==> src/rtl/cbd_pkg.sv <==
// Shared types and constants of the cross blur with decay block.
package cbd_pkg;

    localparam int MAX_WIDTH_DEFAULT = 2048;

    localparam int PIXEL_W = 8;
    localparam int FRAME_WIDTH_W = 12;
    localparam int FRAME_HEIGHT_W = 13;
    localparam int ROW_W = 12;

    localparam int MIN_WIDTH = 32;
    localparam int MIN_HEIGHT = 3;
    localparam int MAX_HEIGHT = 4096;

    localparam logic [FRAME_WIDTH_W-1:0] FRAME_WIDTH_RESET = 12'd640;
    localparam logic [FRAME_HEIGHT_W-1:0] FRAME_HEIGHT_RESET = 13'd480;

    // Configuration port
    localparam int CFG_INDEX_W = 2;
    localparam int CFG_DATA_W = 13;
    localparam logic [CFG_INDEX_W-1:0] REG_FRAME_WIDTH = 2'd0;
    localparam logic [CFG_INDEX_W-1:0] REG_FRAME_HEIGHT = 2'd1;

    typedef struct packed {
        logic [PIXEL_W-1:0] blurred;
        logic               frame_done;
    } result_t;

endpackage

==> src/rtl/cbd_out_fifo.sv <==
// Two-entry result queue that decouples the pixel side from the result side.
module cbd_out_fifo
(
    input  logic             clk,
    input  logic             rst_n,
    input  logic             push,
    input  cbd_pkg::result_t push_data,
    output logic             full,
    output logic             out_valid,
    output cbd_pkg::result_t out_data,
    input  logic             out_ready
);

    cbd_pkg::result_t slot_reg [2];
    logic             wr_ptr_reg;
    logic             wr_ptr_next;
    logic             rd_ptr_reg;
    logic             rd_ptr_next;
    logic [1:0]       count_reg;
    logic [1:0]       count_next;
    logic             pop;

    assign full = (count_reg == 2'd2);
    assign out_valid = (count_reg != 2'd0);
    assign out_data = slot_reg[rd_ptr_reg];
    assign pop = out_valid && out_ready;

    always_comb
    begin
        wr_ptr_next = push ? ~wr_ptr_reg : wr_ptr_reg;
        rd_ptr_next = pop ? ~rd_ptr_reg : rd_ptr_reg;
        count_next = count_reg;
        if (push && !pop)
        begin
            count_next = count_reg + 2'd1;
        end
        else if (pop && !push)
        begin
            count_next = count_reg - 2'd1;
        end
    end

    always_ff @(posedge clk or negedge rst_n)
    begin
        if (!rst_n)
        begin
            wr_ptr_reg <= 1'b0;
            rd_ptr_reg <= 1'b0;
            count_reg <= 2'd0;
        end
        else
        begin
            wr_ptr_reg <= wr_ptr_next;
            rd_ptr_reg <= rd_ptr_next;
            count_reg <= count_next;
        end
    end

    always_ff @(posedge clk)
    begin
        if (push)
        begin
            slot_reg[wr_ptr_reg] <= push_data;
        end
    end

endmodule

==> config.mk <==
export PLATFORM = sky130hd
export DESIGN_NAME = cbd_out_fifo
export DESIGN_NICKNAME = d
export VERILOG_FILES = /design/src/rtl/cbd_pkg.sv /design/src/rtl/cbd_out_fifo.sv
export SDC_FILE = /design/constraint.sdc
export NUM_CORES = 1
export LEC_CHECK = 0
export BUFFER_PORTS_ARGS = -buffer_cell sky130_fd_sc_hd__buf_4
export CELL_PAD_IN_SITES_DETAIL_PLACEMENT = 0
export CELL_PAD_IN_SITES_GLOBAL_PLACEMENT = 1
export CORE_MARGIN = 4
export CORE_UTILIZATION = 28
export DETAILED_ROUTE_END_ITERATION = 12
export PLACE_DENSITY_LB_ADDON = 0.1
export SLEW_MARGIN = 20
export SYNTH_ARGS = -nofsm -noshare
export SYNTH_HDL_FRONTEND = slang
export SYNTH_SLANG_ARGS = --single-unit
==> constraint.sdc <==
create_clock -name clk -period 2.1 [get_ports clk]
set_input_delay 0.63 -clock clk [delete_from_list [all_inputs] [get_ports clk]]
set_output_delay 0.63 -clock clk [all_outputs]
set_load 0.02 [all_outputs]
==> results.ini <==
[synth]
syn_area_per_cell_um2=19.34
yosysSeqAreaShare_pct=75.29
synth_cells=44
ys_warn_count=0
mappedNetlistNets=58
ys_ff_latch=22
ys_types=13
synth_area_um2=850.8

[placed_design]
gp_congestion=0.5970
dp.cells=99
hpwlAfterDp_um=967.9
numPortBuffers=23

[pwr]
power.share.combinational_pct=38.7
switching_power_uw=464.4
p_clk_share_pct=13.6
p_sw_share_pct=32.65
irDropWorstVdd_v=0.0004566
leakage_nw=0.4327
p_int_uw=957.9
seq_power_share_pct=47.6
power.density_nw_per_um2=1296

[critical_path]
slowest_stage=dfrtp_2
end_kind=output port
crit_fanout=10
crit_path_start_kind=register
cp_top_family=flip-flops
cpPeakStageDelay_ns=0.53
r2r-start=count_reg[0]
startpoint=rd_ptr_reg
crit_chain=mux2_2, buf_4
ff2ff_path_depth=5
crit_required_ns=1.47
crit_type=reg2out
r2r_slack_ns=0.70
r2r_end=count_reg[1]
critPathBufInv=1
critPathArrivalTime_ns=1.35

[global_routing]
grt_overflow=0
grt_pass1_wl_mm=2.332
antenna_found_initial=0
grt_pass1_vias=506
grt_max_degree=13
track_usage_pct=7.579

[job]
max_cap_violations=0

[run_status]
status=complete, no violations

[cells_and_area]
stdcell_count=103
drive_above_1_share_pct=56.94
final_util_pct=38.79
syn_to_final_growth_pct=28.97
final_cell_mix=25 x buf_4, 18 x edfxtp_1, 9 x mux2_2
antenna_cells=0
final_nets=87
largest_reg_flops=18
layout_commonest_cell=buf_4

[sta]
holdWs_ns=0.1120
max_freq_mhz=505.2
slew_violations=0
period_minus_slack_ns=1.979
final-hold-violation-count=0
worst_clock_skew_ns=0.01153
rsz0062_at_grt=false
slew_headroom_pct=70.70
tns_ns=0
setup_viol=0
worst_pin_slew_ns=0.4395
final.period_utilization_pct=94.26

[drt]
wl_mm=1.357
vias_per_cell=4.359
drt-initial-drc-count=7
routedWlPerCell_um=13.17
detail-route-antenna-nets=0
drc=0
firstDrtPassIters=2
vias=449

[floorplan]
dieWidth_um=63.13
core_um2=2829
io_pins=24
die_height_um=63.13
start_util_pct=30.08
dieArea_um2=3985
rows=19

[clock_network]
cts_tree=yes
clock_path_buffers=2
clock_latency_ns=0.30
hold_buffers=0
cts_setup_buffers=0
cts.sinks=22
cts_root_buf=clkbuf_4
cts_buffers=3
clkSlewWorstSetupHoldPaths_ns=0.11
htree_levels=1

[min_path]
worstHoldPathType=in2async

-- synthesized netlist by cell type --
library cell | count | share of area, %
and2b_2 | 1 | 1.0
and2_1 | 1 | 0.74
xor2_1 | 3 | 3.1
nor2b_1 | 1 | 0.74
buf_4 | 1 | 0.88
dfrtp_1 | 4 | 12
or2_4 | 1 | 1.0
nor2_1 | 1 | 0.44
xnor2_1 | 2 | 2.1
mux2_2 | 9 | 12
ha_1 | 1 | 1.5
nand2_4 | 1 | 1.3
edfxtp_1 | 18 | 64
-- how the worst max path moves through the flow --
stage                   to  slack, ns  depth (start not counted)
2_1_floorplan  out_data[0]       0.62                          2
3_3_place_gp   out_data[8]       0.31                          2
3_5_place_dp   out_data[8]       0.30                          2
4_1_cts        out_data[8]       0.09                          2
5_1_grt        out_data[4]       0.04                          2
6_report       out_data[8]       0.12                          2
-- cells by family (layout without fill, tap and decap cells) --
family / after synthesis / in the layout / share of synthesized area, %
flip-flops: 22 / 22 / 75.29
multiplexers: 9 / 9 / 11.91
AND/OR/NAND/NOR: 6 / 6 / 5.295
XOR/XNOR: 5 / 5 / 5.148
adder cells (fa/ha/maj): 1 / 1 / 1.470
buffers and inverters: 1 / 29 / 0.8827
-- per-layer routing --
metal  track usage, %  part of all wire (%)
met5                0                     0
met2            12.65                    50
met3            2.842                   5.7
met4            2.479                     0
met1            8.957                    44
-- final cells by class --
class                           instances  area, um^2
Timing Repair Buffer                   25       187.7
Sequential cell                        22       641.9
Clock buffer                            4       26.28
Tap cell                               31       38.79
Fill cell                             271        1732
Multi-Input combinational cell         21       202.7
-- power groups by stage --
stage	clock network (mW)	registers (mW)	logic [mW]
finish	0.194	0.677	0.551
global route	0.226	0.694	0.595
CTS	0.202	0.681	0.562
detailed placement	0	0.687	0.560
global placement	0	0.687	0.563
floorplan	0	0.637	0.395
-- per-stage QoR --
stage / area (um^2) / power [mW] / worst slack [ns]
2_1_floorplan: 850.8 / 1.032 / 0.6171
3_3_place_gp: 1070 / 1.251 / 0.3108
3_5_place_dp: 1070 / 1.247 / 0.2972
4_1_cts: 1097 / 1.445 / 0.09131
5_1_grt: 1097 / 1.515 / 0.04162
6_report: 1097 / 1.422 / 0.1206
-- repair_timing --
item                       4_1_cts  5_1_grt
hold endpoints to repair         0        0
setup endpoints to repair        9        0
gates resized for setup          1        0
No activity file was read; power rests on OpenSTA's default activity.
